File: src/rtl/sensor_window_statistics_assert.svh
`ifndef SENSOR_WINDOW_STATISTICS_ASSERT_SVH
`define SENSOR_WINDOW_STATISTICS_ASSERT_SVH

// condition must hold at every edge out of reset
`define SWST_ALWAYS(label, cond) \
    label: assert property (@(posedge clk) disable iff (!rst_n) (cond)) \
        else $error("swst check failed");

// consequent must hold in the cycle after the antecedent
`define SWST_NEXT(label, ante, cons) \
    label: assert property (@(posedge clk) disable iff (!rst_n) (ante) |=> (cons)) \
        else $error("swst check failed");

`endif

File: src/rtl/swst_pkg.sv
`default_nettype none
package swst_pkg;

    localparam int MAX_WINDOW = 1024;
    localparam int CNT_W      = 11;
    localparam int QDEPTH     = 4;
    localparam int QPTR_W     = 2;
    localparam int QCNT_W     = 3;

    localparam logic [2:0] ST_GOOD    = 3'd0;
    localparam logic [2:0] ST_MISSING = 3'd1;
    localparam logic [2:0] ST_RANGE   = 3'd3;

    localparam logic [10:0] EXPECTED_RESET = 11'd10;

    typedef enum logic [2:0] {
        S_ACC,
        S_TDIV,
        S_CDIV,
        S_VDIV,
        S_SQRT,
        S_CREST,
        S_EMIT
    } state_t;

    typedef struct packed {
        logic               eow;
        logic               t_ok;
        logic signed [15:0] t_val;
        logic [2:0]         t_bad;
        logic               c_ok;
        logic signed [15:0] c_val;
        logic [2:0]         c_bad;
        logic               v_ok;
        logic [18:0]        v_mag;
        logic [37:0]        v_sq;
        logic [2:0]         v_bad;
    } q_entry_t;

    typedef struct packed {
        logic     valid;
        q_entry_t entry;
    } q_head_t;

    function automatic logic [2:0] quality(input logic [2:0] worst,
                                           input logic [CNT_W-1:0] cnt,
                                           input logic [10:0] expected);
        if (worst == ST_GOOD && cnt < expected)
            return ST_MISSING;
        return worst;
    endfunction

endpackage
`default_nettype wire

File: src/rtl/swst_front.sv
`default_nettype none
module swst_front
    import swst_pkg::*;
(
    input  wire logic [63:0] tdata,
    input  wire logic        tlast,
    output q_entry_t         entry
);

    logic signed [15:0] t;
    logic signed [15:0] c;
    logic signed [19:0] v;
    logic [2:0]         ts;
    logic [2:0]         cs;
    logic [2:0]         vs;
    logic [19:0]        mag;

    always_comb
    begin
        t   = tdata[15:0];
        ts  = tdata[18:16];
        c   = tdata[34:19];
        cs  = tdata[37:35];
        v   = tdata[57:38];
        vs  = tdata[60:58];
        mag = v[19] ? 20'(-v) : 20'(v);

        entry.eow   = tlast;
        entry.t_ok  = (ts == ST_GOOD) && (t >= -16'sd8000) && (t <= 16'sd20000);
        entry.t_val = t;
        entry.t_bad = (ts == ST_GOOD) ? ST_RANGE : ts;
        entry.c_ok  = (cs == ST_GOOD) && (c >= -16'sd100) && (c <= 16'sd10000);
        entry.c_val = c;
        entry.c_bad = (cs == ST_GOOD) ? ST_RANGE : cs;
        entry.v_ok  = (vs == ST_GOOD) && (mag <= 20'd400000);
        entry.v_mag = mag[18:0];
        entry.v_sq  = 38'(mag[18:0]) * 38'(mag[18:0]);
        entry.v_bad = (vs == ST_GOOD) ? ST_RANGE : vs;
    end

endmodule
`default_nettype wire

File: src/rtl/swst_queue.sv
`default_nettype none
`include "sensor_window_statistics_assert.svh"
module swst_queue
    import swst_pkg::*;
(
    input  wire logic     clk,
    input  wire logic     rst_n,
    input  wire logic     push,
    input  q_entry_t      push_entry,
    output logic          full,
    input  wire logic     pop,
    output q_head_t       head
);

    q_entry_t            mem_reg [QDEPTH];
    logic [QPTR_W-1:0]   wr_reg;
    logic [QPTR_W-1:0]   rd_reg;
    logic [QCNT_W-1:0]   count_reg;
    logic [QCNT_W-1:0]   count_next;

    assign full       = (count_reg == QCNT_W'(QDEPTH));
    assign head.valid = (count_reg != '0);
    assign head.entry = mem_reg[rd_reg];

    always_comb
    begin
        count_next = count_reg;
        if (push && !pop)
            count_next = count_reg + 1'b1;
        else if (pop && !push)
            count_next = count_reg - 1'b1;
    end

    always_ff @(posedge clk)
    begin
        if (push)
            mem_reg[wr_reg] <= push_entry;
    end

    always_ff @(posedge clk or negedge rst_n)
    begin
        if (!rst_n)
        begin
            wr_reg    <= '0;
            rd_reg    <= '0;
            count_reg <= '0;
        end
        else
        begin
            if (push)
                wr_reg <= wr_reg + 1'b1;
            if (pop)
                rd_reg <= rd_reg + 1'b1;
            count_reg <= count_next;
        end
    end

    `SWST_ALWAYS(a_no_overfill, !(push && full))
    `SWST_ALWAYS(a_no_pop_empty, !(pop && count_reg == '0))
    `SWST_NEXT(a_count_up, push && !pop, count_reg == $past(count_reg) + 1'b1)

endmodule
`default_nettype wire

File: src/rtl/swst_divider.sv
`default_nettype none
module swst_divider
    import swst_pkg::*;
(
    input  wire logic        clk,
    input  wire logic        rst_n,
    input  wire logic        start,
    input  wire logic [47:0] dividend,
    input  wire logic [18:0] divisor,
    output logic             done,
    output logic [47:0]      quotient
);

    logic [47:0] q_reg;
    logic [18:0] rem_reg;
    logic [5:0]  cnt_reg;
    logic        busy_reg;
    logic        done_reg;
    logic [19:0] sh;
    logic        ge;

    assign sh       = {rem_reg, q_reg[47]};
    assign ge       = (sh >= {1'b0, divisor});
    assign done     = done_reg;
    assign quotient = q_reg;

    always_ff @(posedge clk)
    begin
        if (start)
        begin
            q_reg   <= dividend;
            rem_reg <= '0;
        end
        else if (busy_reg)
        begin
            rem_reg <= ge ? 19'(sh - {1'b0, divisor}) : sh[18:0];
            q_reg   <= {q_reg[46:0], ge};
        end
    end

    always_ff @(posedge clk or negedge rst_n)
    begin
        if (!rst_n)
        begin
            cnt_reg  <= '0;
            busy_reg <= 1'b0;
            done_reg <= 1'b0;
        end
        else
        begin
            done_reg <= 1'b0;
            if (start)
            begin
                cnt_reg  <= '0;
                busy_reg <= 1'b1;
            end
            else if (busy_reg)
            begin
                cnt_reg <= cnt_reg + 1'b1;
                if (cnt_reg == 6'd47)
                begin
                    busy_reg <= 1'b0;
                    done_reg <= 1'b1;
                end
            end
        end
    end

endmodule
`default_nettype wire

File: src/rtl/swst_back.sv
`default_nettype none
module swst_back
    import swst_pkg::*;
(
    input  wire logic         clk,
    input  wire logic         rst_n,
    input  q_head_t           head,
    output logic              pop,
    input  wire logic [10:0]  expected,
    output logic              m_tvalid,
    input  wire logic         m_tready,
    output logic [127:0]      m_tdata
);

    state_t state_reg, state_next;

    logic signed [25:0] t_tot_reg, t_tot_next;
    logic signed [24:0] c_tot_reg, c_tot_next;
    logic [47:0]        v_tot_reg, v_tot_next;
    logic [18:0]        peak_reg, peak_next;
    logic [CNT_W-1:0]   t_cnt_reg, t_cnt_next, c_cnt_reg, c_cnt_next, v_cnt_reg, v_cnt_next;
    logic [2:0]         t_w_reg, t_w_next, c_w_reg, c_w_next, v_w_reg, v_w_next;

    logic signed [25:0] st_reg;
    logic signed [24:0] sc_reg;
    logic [47:0]        sv_reg;
    logic [18:0]        sp_reg;
    logic [CNT_W-1:0]   stc_reg, scc_reg, svc_reg;
    logic [2:0]         stw_reg, scw_reg, svw_reg;
    logic [10:0]        exp_reg;

    logic [15:0] t_mean_reg;
    logic [14:0] c_mean_reg;
    logic [37:0] x_reg;
    logic [21:0] rem_reg;
    logic [18:0] rms_reg;
    logic [4:0]  sq_cnt_reg;
    logic [15:0] crest_reg;
    logic        go_reg;
    logic        m_valid_reg;
    logic [127:0] m_data_reg;

    logic        div_done;
    logic [47:0] div_q;
    logic [47:0] div_a;
    logic [18:0] div_b;
    logic [21:0] r4;
    logic [21:0] trial;
    logic        sq_ge;
    logic        load_out;
    logic        crest_ok;

    swst_divider u_div (
        .clk      (clk),
        .rst_n    (rst_n),
        .start    (go_reg),
        .dividend (div_a),
        .divisor  (div_b),
        .done     (div_done),
        .quotient (div_q)
    );

    assign pop      = (state_reg == S_ACC) && head.valid;
    assign load_out = (state_reg == S_EMIT) && (!m_valid_reg || m_tready);
    assign m_tvalid = m_valid_reg;
    assign m_tdata  = m_data_reg;
    assign r4       = {rem_reg[19:0], x_reg[37:36]};
    assign trial    = {1'b0, rms_reg, 2'b01};
    assign sq_ge    = (r4 >= trial);
    assign crest_ok = (rms_reg != '0);

    always_comb
    begin
        div_a = '0;
        div_b = '0;
        case (state_reg)
            S_TDIV:
            begin
                div_a = 48'(st_reg[25] ? -st_reg : st_reg);
                div_b = 19'(stc_reg);
            end
            S_CDIV:
            begin
                div_a = 48'(sc_reg[24] ? -sc_reg : sc_reg);
                div_b = 19'(scc_reg);
            end
            S_VDIV:
            begin
                div_a = sv_reg;
                div_b = 19'(svc_reg);
            end
            S_CREST:
            begin
                div_a = {19'd0, sp_reg, 10'd0};
                div_b = rms_reg;
            end
            default:
            begin
                div_a = '0;
                div_b = '0;
            end
        endcase
    end

    always_comb
    begin
        t_tot_next = t_tot_reg;
        c_tot_next = c_tot_reg;
        v_tot_next = v_tot_reg;
        peak_next  = peak_reg;
        t_cnt_next = t_cnt_reg;
        c_cnt_next = c_cnt_reg;
        v_cnt_next = v_cnt_reg;
        t_w_next   = t_w_reg;
        c_w_next   = c_w_reg;
        v_w_next   = v_w_reg;
        if (head.entry.t_ok)
        begin
            if (t_cnt_reg < CNT_W'(MAX_WINDOW))
            begin
                t_tot_next = t_tot_reg + 26'(head.entry.t_val);
                t_cnt_next = t_cnt_reg + 1'b1;
            end
        end
        else if (head.entry.t_bad > t_w_reg)
            t_w_next = head.entry.t_bad;
        if (head.entry.c_ok)
        begin
            if (c_cnt_reg < CNT_W'(MAX_WINDOW))
            begin
                c_tot_next = c_tot_reg + 25'(head.entry.c_val);
                c_cnt_next = c_cnt_reg + 1'b1;
            end
        end
        else if (head.entry.c_bad > c_w_reg)
            c_w_next = head.entry.c_bad;
        if (head.entry.v_ok)
        begin
            if (v_cnt_reg < CNT_W'(MAX_WINDOW))
            begin
                v_tot_next = v_tot_reg + 48'(head.entry.v_sq);
                v_cnt_next = v_cnt_reg + 1'b1;
                if (head.entry.v_mag > peak_reg)
                    peak_next = head.entry.v_mag;
            end
        end
        else if (head.entry.v_bad > v_w_reg)
            v_w_next = head.entry.v_bad;
    end

    always_comb
    begin
        state_next = state_reg;
        case (state_reg)
            S_ACC:   if (pop && head.entry.eow) state_next = S_TDIV;
            S_TDIV:  if (div_done) state_next = S_CDIV;
            S_CDIV:  if (div_done) state_next = S_VDIV;
            S_VDIV:  if (div_done) state_next = S_SQRT;
            S_SQRT:  if (sq_cnt_reg == 5'd18) state_next = S_CREST;
            S_CREST: if (div_done) state_next = S_EMIT;
            S_EMIT:  if (load_out) state_next = S_ACC;
            default: state_next = S_ACC;
        endcase
    end

    always_ff @(posedge clk)
    begin
        if (pop && head.entry.eow)
        begin
            st_reg  <= t_tot_next;
            sc_reg  <= c_tot_next;
            sv_reg  <= v_tot_next;
            sp_reg  <= peak_next;
            stc_reg <= t_cnt_next;
            scc_reg <= c_cnt_next;
            svc_reg <= v_cnt_next;
            stw_reg <= t_w_next;
            scw_reg <= c_w_next;
            svw_reg <= v_w_next;
            exp_reg <= (expected == '0) ? 11'd1 : expected;
        end
        if (state_reg == S_TDIV && div_done)
            t_mean_reg <= st_reg[25] ? 16'(-div_q) : div_q[15:0];
        if (state_reg == S_CDIV && div_done)
            c_mean_reg <= sc_reg[24] ? 15'(-div_q) : div_q[14:0];
        if (state_reg == S_VDIV && div_done)
        begin
            x_reg      <= (svc_reg == '0) ? '0 : div_q[37:0];
            rem_reg    <= '0;
            rms_reg    <= '0;
            sq_cnt_reg <= '0;
        end
        if (state_reg == S_SQRT)
        begin
            rem_reg    <= sq_ge ? 22'(r4 - trial) : r4;
            rms_reg    <= {rms_reg[17:0], sq_ge};
            x_reg      <= {x_reg[35:0], 2'b00};
            sq_cnt_reg <= sq_cnt_reg + 1'b1;
        end
        if (state_reg == S_CREST && div_done)
            crest_reg <= (div_q > 48'd65535) ? 16'hFFFF : div_q[15:0];
        if (load_out)
            m_data_reg <= {svc_reg, scc_reg, stc_reg,
                           quality(svw_reg, svc_reg, exp_reg),
                           quality(scw_reg, scc_reg, exp_reg),
                           quality(stw_reg, stc_reg, exp_reg),
                           crest_ok,
                           crest_ok ? crest_reg : 16'd0,
                           sp_reg,
                           rms_reg,
                           (scc_reg == '0) ? 15'd0 : c_mean_reg,
                           (stc_reg == '0) ? 16'd0 : t_mean_reg};
    end

    always_ff @(posedge clk or negedge rst_n)
    begin
        if (!rst_n)
        begin
            state_reg   <= S_ACC;
            go_reg      <= 1'b0;
            m_valid_reg <= 1'b0;
            t_tot_reg   <= '0;
            c_tot_reg   <= '0;
            v_tot_reg   <= '0;
            peak_reg    <= '0;
            t_cnt_reg   <= '0;
            c_cnt_reg   <= '0;
            v_cnt_reg   <= '0;
            t_w_reg     <= ST_GOOD;
            c_w_reg     <= ST_GOOD;
            v_w_reg     <= ST_GOOD;
        end
        else
        begin
            state_reg <= state_next;
            go_reg    <= (state_next != state_reg) &&
                         (state_next == S_TDIV || state_next == S_CDIV ||
                          state_next == S_VDIV || state_next == S_CREST);
            if (load_out)
                m_valid_reg <= 1'b1;
            else if (m_tready)
                m_valid_reg <= 1'b0;
            if (pop)
            begin
                if (head.entry.eow)
                begin
                    t_tot_reg <= '0;
                    c_tot_reg <= '0;
                    v_tot_reg <= '0;
                    peak_reg  <= '0;
                    t_cnt_reg <= '0;
                    c_cnt_reg <= '0;
                    v_cnt_reg <= '0;
                    t_w_reg   <= ST_GOOD;
                    c_w_reg   <= ST_GOOD;
                    v_w_reg   <= ST_GOOD;
                end
                else
                begin
                    t_tot_reg <= t_tot_next;
                    c_tot_reg <= c_tot_next;
                    v_tot_reg <= v_tot_next;
                    peak_reg  <= peak_next;
                    t_cnt_reg <= t_cnt_next;
                    c_cnt_reg <= c_cnt_next;
                    v_cnt_reg <= v_cnt_next;
                    t_w_reg   <= t_w_next;
                    c_w_reg   <= c_w_next;
                    v_w_reg   <= v_w_next;
                end
            end
        end
    end

endmodule
`default_nettype wire

File: src/rtl/sensor_window_statistics.sv
// Windowed sensor statistics. Each beat carries one temperature, current and
// vibration sample with status; the front classifies it and a four-entry
// queue feeds the accumulator, which takes one beat per cycle while no closed
// window is in work. A beat with tlast closes the window. Once that beat
// leaves the queue, the block runs four divisions through one shared 48-step
// bit-serial divider, a square root and the load of the output register
// before the result beat is offered. A result that is still waiting on
// m_tready holds the next window's result back in the same way. Beats keep
// being taken until the queue fills. The window length register (reset 10)
// is sampled as the window closes.
`default_nettype none
module sensor_window_statistics
    import swst_pkg::*;
(
    input  wire logic         clk,
    input  wire logic         rst_n,
    input  wire logic         s_tvalid,
    output logic              s_tready,
    // temperature, temperature code, current sample, current code,
    // vibration, vibration code, zero fill
    input  wire logic [63:0]  s_tdata,
    input  wire logic         s_tlast,
    output logic              m_tvalid,
    input  wire logic         m_tready,
    // temperature mean, current mean, vibration rms, vibration peak,
    // crest factor, crest valid, temperature grade, current grade,
    // vibration grade, temperature count, current count, vibration count
    output logic [127:0]      m_tdata,
    input  wire logic         cfg_we,
    input  wire logic [10:0]  cfg_wdata
);

    q_entry_t    entry;
    q_head_t     head;
    logic        full;
    logic        pop;
    logic [10:0] expected_reg;

    assign s_tready = !full;

    always_ff @(posedge clk or negedge rst_n)
    begin
        if (!rst_n)
            expected_reg <= EXPECTED_RESET;
        else if (cfg_we)
            expected_reg <= cfg_wdata;
    end

    swst_front u_front (
        .tdata (s_tdata),
        .tlast (s_tlast),
        .entry (entry)
    );

    swst_queue u_queue (
        .clk        (clk),
        .rst_n      (rst_n),
        .push       (s_tvalid && !full),
        .push_entry (entry),
        .full       (full),
        .pop        (pop),
        .head       (head)
    );

    swst_back u_back (
        .clk      (clk),
        .rst_n    (rst_n),
        .head     (head),
        .pop      (pop),
        .expected (expected_reg),
        .m_tvalid (m_tvalid),
        .m_tready (m_tready),
        .m_tdata  (m_tdata)
    );

endmodule
`default_nettype wire
File: config.mk
export PLATFORM = sky130hd
export DESIGN_NAME = sensor_window_statistics
export DESIGN_NICKNAME = d
export VERILOG_FILES = /design/src/rtl/swst_pkg.sv /design/src/rtl/swst_front.sv /design/src/rtl/swst_queue.sv /design/src/rtl/swst_divider.sv /design/src/rtl/swst_back.sv /design/src/rtl/sensor_window_statistics.sv
export VERILOG_INCLUDE_DIRS = /design/src /design/src/rtl
export SDC_FILE = /design/constraint.sdc
export NUM_CORES = 2
export LEC_CHECK = 0
export ABC_AREA = 1
export BUFFER_PORTS_ARGS = -buffer_cell sky130_fd_sc_hd__clkbuf_2
export CORE_MARGIN = 2
export CORE_UTILIZATION = 30
export CTS_BUF_LIST = sky130_fd_sc_hd__clkbuf_4 sky130_fd_sc_hd__clkbuf_8
export CTS_CLUSTER_DIAMETER = 100
export DETAILED_ROUTE_END_ITERATION = 12
export GPL_TIMING_DRIVEN = 0
export PLACE_DENSITY = 0.53
export SLEW_MARGIN = 20
export SYNTH_ARGS = -nofsm -noshare
export SYNTH_HDL_FRONTEND = slang
export SYNTH_SLANG_ARGS = --single-unit
File: constraint.sdc
create_clock -name clk -period 6.2 [get_ports clk]
set_clock_uncertainty 0.1 [all_clocks]
set_input_delay 0.93 -clock clk [delete_from_list [all_inputs] [get_ports clk]]
set_output_delay 0.93 -clock clk [all_outputs]
set_load 0.05 [all_outputs]
Word-level counts from Yosys, hierarchy flattened
Memory sizes are Yosys's and may differ from the RTL's.
Index checks and enable logic that the tools add are counted.
{"block": "totals", "regBits": 686, "memories": 1, "inputBits": 81, "out_inout_bits": 130, "elab_cells": 229, "mem_bits_rw": 408}
{"memory": "u_queue.mem_reg", "words": 4, "word_bits": 102, "read_ports": 1, "rd_ports_with_merged_regs": 0, "write_ports": 1, "line_no": "swst_queue.sv:15", "rtl": "q_entry_t mem_reg [QDEPTH];"}
{"block": "op_classes", "reduce_logical": 44, "order_cmp": 18, "mux": 88, "eq_ne": 14, "multipliers": 1, "n_addsub": 18}
{"op": "48-bit two-way mux", "n": 7}
{"op": "48-bit case mux with 4 select lines", "n": 1}
{"op": "19-bit two-way mux", "n": 7}
{"op": "38-bit two-way mux", "n": 3}
{"op": "11-bit two-way mux", "n": 9}
{"op": "3-bit two-way mux", "n": 27}
{"op": "20-bit two-way mux", "n": 4}
{"op": "26-bit two-way mux", "n": 3}
{"op": "19-bit case mux with 4 select lines", "n": 1}
{"op": "25-bit two-way mux", "n": 3}
{"op": "48-bit by 38-bit adder with 48-bit output", "n": 1}
{"op": "48-bit by 16-bit greater-than comparator with 1-bit output, second input constant", "n": 1}
{"op": "25-bit negation with 48-bit output", "n": 1}
{"op": "26-bit negation with 48-bit output", "n": 1}
{"op": "11-bit logical NOT", "n": 4}
{"op": "19-bit by 19-bit multiplier with 38-bit output", "n": 1}
{"op": "11-bit by 1-bit adder with 11-bit output, second input constant", "n": 3}
{"op": "11-bit < comparator", "n": 3}
{"op": "11-bit < comparator, second input constant", "n": 3}
{"op": "26-bit by 16-bit adder with 26-bit output", "n": 1}
{"op": "25-bit by 16-bit adder with 25-bit output", "n": 1}
{"op": "22-bit by 21-bit >= comparator with 1-bit output", "n": 1}
{"op": "3-bit logical NOT", "n": 7}
{"op": "3-bit case mux with 7 select lines", "n": 1}
{"op": "other kinds (34)", "n": 89}

Logic depth before layout (Yosys ltp)
{"block": "logic_depth", "depth_word": 10, "depth_mapped": 35, "mapped_depth_nobuf": 34}

Modules after synthesis
From an unflattened synthesis, not the netlist that was laid out.
{"block": "hier_totals", "hier_cells": 7684, "area_unflattened_um2": 69598.0}
{"mod": "swst_back", "n_inst": 1, "area_each_um2": 35357.7, "cells_per_inst": 4248}
{"mod": "swst_queue", "n_inst": 1, "area_each_um2": 17382.9, "cells_per_inst": 1239}
{"mod": "swst_front", "n_inst": 1, "area_each_um2": 11653.7, "cells_per_inst": 1498}
{"mod": "swst_divider", "n_inst": 1, "area_each_um2": 4768.3, "cells_per_inst": 649}
{"mod": "sensor_window_statistics", "n_inst": 1, "area_each_um2": 435.4, "cells_per_inst": 50}

Worst setup path after synthesis
No wires, ideal clock.
{"block": "synth_timing", "kind": "in2reg", "from": "in s_tdata[38]", "to": "mem u_queue.mem_reg[0][36] (netlist bit) (data pin)", "path_buffers": 2, "cell_stages": 28, "required_ps": 5835, "setup_slack_ps": -1372, "t_arrival_ps": 7206, "path_cell_list": "inv_1 > clkbuf_1 > ha_1 > nand4_1 > nand2_1 > nand3_1 > nand2_1 > clkbuf_1 > nand2_1 > fa_1 > inv_1 > fa_1 > inv_1 > fa_1 > inv_1 > fa_1 > fa_1 > inv_1 > fa_1 > inv_1 > ha_1 > a21oi_1 > a21boi_0 > o21bai_1 > a221oi_1 > nand2_1 > nand2_1 > nand2_1"}
{"item": "from (decl)", "line_no": "sensor_window_statistics.sv:21", "rtl": "input wire logic [63:0] s_tdata,"}
{"item": "to (decl)", "line_no": "swst_queue.sv:15"}

==> impl_metrics.yaml <==
status:
  status: "finished, violations left"
  violations: "setup timing"
synth:
  synth_edf_count: 874
  syn-num-nets: 7557
  ys_types: 70
  yosysWarnings: 0
  synth_seq_cells: 1086
  synthFlopType: "edfxtp_1"
  syn_inst: 6904
  synth_area_mm2: 0.0649
  ys_async_sr_fraction_pct: 17.6
  yosysSeqAreaShare_pct: 48.5
  synth_area_per_cell_um2: 9.40
detailed_routing:
  wl_mm: 212
  drc: 0
  drt_iter0_markers: 4075
  first_pass_iters: 6
  vias_per_cell: 4.90
  via_count: 51217
  wl_per_cell_um: 20.3
  drtAntennaViolNets: 0
clocking:
  numCtsBuffers: 177
  worstSkewPairLatency_ps: 940
  ctsHtreeMaxLevel: 4
  clock_path_buffers: 3
  clk_pin_slew_ps: 60
  cts_tree: "yes"
  clock_sinks: 1086
  root_buffer: "clkbuf_8"
critical_path:
  critPathSlowestCell: "fa_2"
  cp_common_cell: "fa_1"
  path_buf_inv: 9
  cp_top_family: "adder cells"
  cp-start-kind: "primary input"
  critPathMaxFanout: 5
  critPathMaxStageDelay_ps: 590
  crit_arrival_ps: 7040
  cp-end-kind: "register"
  worst_ep_required_time_ps: 6750
  path_class: "in2reg"
worst_hold_path:
  hp-class: "in2reg"
global_routing:
  grt_pass1_vias: 50695
  grtUsageTotal_pct: 19.0
  grt_pass1_wl_mm: 316
  overflow: 0
  grt_antenna_before_repair: 7
  grt_max_degree: 79
placement:
  hpwl_mm: 165
  placedInstanceArea_mm2: 0.0710
  pre_cts_slack_ps: -2200
  io_buffer_count: 206
  dp_cells: 9985
  place.gp.congestion: 0.942
timing:
  final_max_slew_viol_count: 0
  worst_slew_pin_slew_ps: 1170
  rsz0062_at_grt: "yes"
  worst_slack_ps: -293
  max-slew-margin-rel_pct: 21.9
  period_needed_ps: 6490
  fmax_mhz: 154
  period_share_pct: 105
  setup_violations: 92
  hold_viol: 0
final_layout:
  area_growth_pct: 19.6
  nNetsFinal: 8119
  largest_reg_flops: 400
  fin_cells: 10458
  stdcell_area_mm2: 0.0776
  drive_above_1_share_pct: 16.1
floorplanning:
  io_pins: 211
  start_util_pct: 30.2
  core_mm2: 0.215
  row_count: 170
  die_w_um: 469
  dieArea_mm2: 0.220
  die_y_um: 469
run:
  drv_cap: 0
worst paths after layout:
path	start	end	slack [ps]	depth (start not counted)
max	s_tdata[38]	u_queue.mem_reg[0][35]	-290	29
min	cfg_wdata[6]	expected_reg[6]	110	3
max reg2reg	u_queue.rd_reg[0]	u_back.sv_reg[26]	970	20
min reg2reg	u_back.rms_reg[3]	u_back.m_tdata[34]	350	0
max in group asynchronous	rst_n	u_back.v_tot_reg[42]	4650	3
min in group asynchronous	rst_n	u_back.c_tot_reg[8]	450	2
per-layer routing:
layer,vias up,GRT usage (%),part of all wire (%)
met5,-,0,0
met2,1462,30.8,46
met3,316,2.69,5.2
met4,0,5.92,3.2
li1,24391,-,-
met1,25048,26.1,46
tightest hold or removal path, cell delays in order:
cell and delay, ps:
clkbuf_2 80, nand2_1 40, o21ai_0 60
cells in the final DEF (no fill, tap or decap), types with 189 or more instances in the layout:
cell type and n:
a21oi_1 258, ha_1 295, nor2_1 615, clkbuf_8 192, fa_1 230, edfxtp_1 874, dfrtp_1 189, o21ai_0 486
inv_1 849, nand3_1 293, clkbuf_2 202, nand2_1 1379
Yosys cell counts, drive strengths merged, types with 52 or more instances:
cell,number,share of area (%)
nand2,1459,8.5
inv,915,5.3
edfxtp,874,40
nor2,704,4.2
o21ai,558,4.4
ha,320,6.2
nand3,317,2.5
a21oi,292,2.3
fa,252,7.8
dfrtp,189,7.3
clkbuf,127,0.73
buf,115,1.0
xor2,110,1.5
o22ai,107,1.1
nor3,71,0.60
nand4,52,0.51
repair_timing:
item                       4_1_cts  5_1_grt
resized for setup              252      123
setup buffers                   98       43
setup endpoints to repair      116      112
pin swaps                      128       99
hold buffers                     2        0
hold endpoints to repair        52        0
logic make-up (layout without fill, tap and decap cells):
| group | count (synthesis) | in the layout | synth area share [%] |
|---|---|---|---|
| AND/OR/NAND/NOR | 2699 | 2699 | 17.3 |
| AO/OA/AOI/OAI | 1228 | 1228 | 11.1 |
| buffers and inverters | 1164 | 1872 | 7.11 |
| flip-flops | 1086 | 1086 | 48.5 |
| adder cells (fa/ha/maj) | 572 | 572 | 13.9 |
| XOR/XNOR | 154 | 154 | 2.09 |
| multiplexers | 1 | 1 | 0.0174 |
| other | 0 | 8 | 0 |
cell type report:
class | count | area (um^2)
tap | 2838 | 3550
inverter | 922 | 3570
fill | 21806 | 137000
sequential | 1086 | 31400
clock buffer | 240 | 2980
antenna | 8 | 20.0
multi-input combinational | 4654 | 30600
clock inverter | 85 | 868
buffer | 242 | 1400
timing repair buffer | 383 | 3170
through the flow:
step / utilization [%] / setup TNS, ps / hold WS, ps
after floorplan: - / -38080 / 326
after global placement: 32.6 / -2135280 / 336
after detailed placement: 33.1 / -208920 / 334
after CTS: 35.7 / -5830 / 14.2
after global routing: 36.1 / -25740 / 42.9
final: 36.1 / -15070 / 114
Power is not shown: default switching activity piles up to over one toggle a cycle in this logic, so the estimate is an artifact.
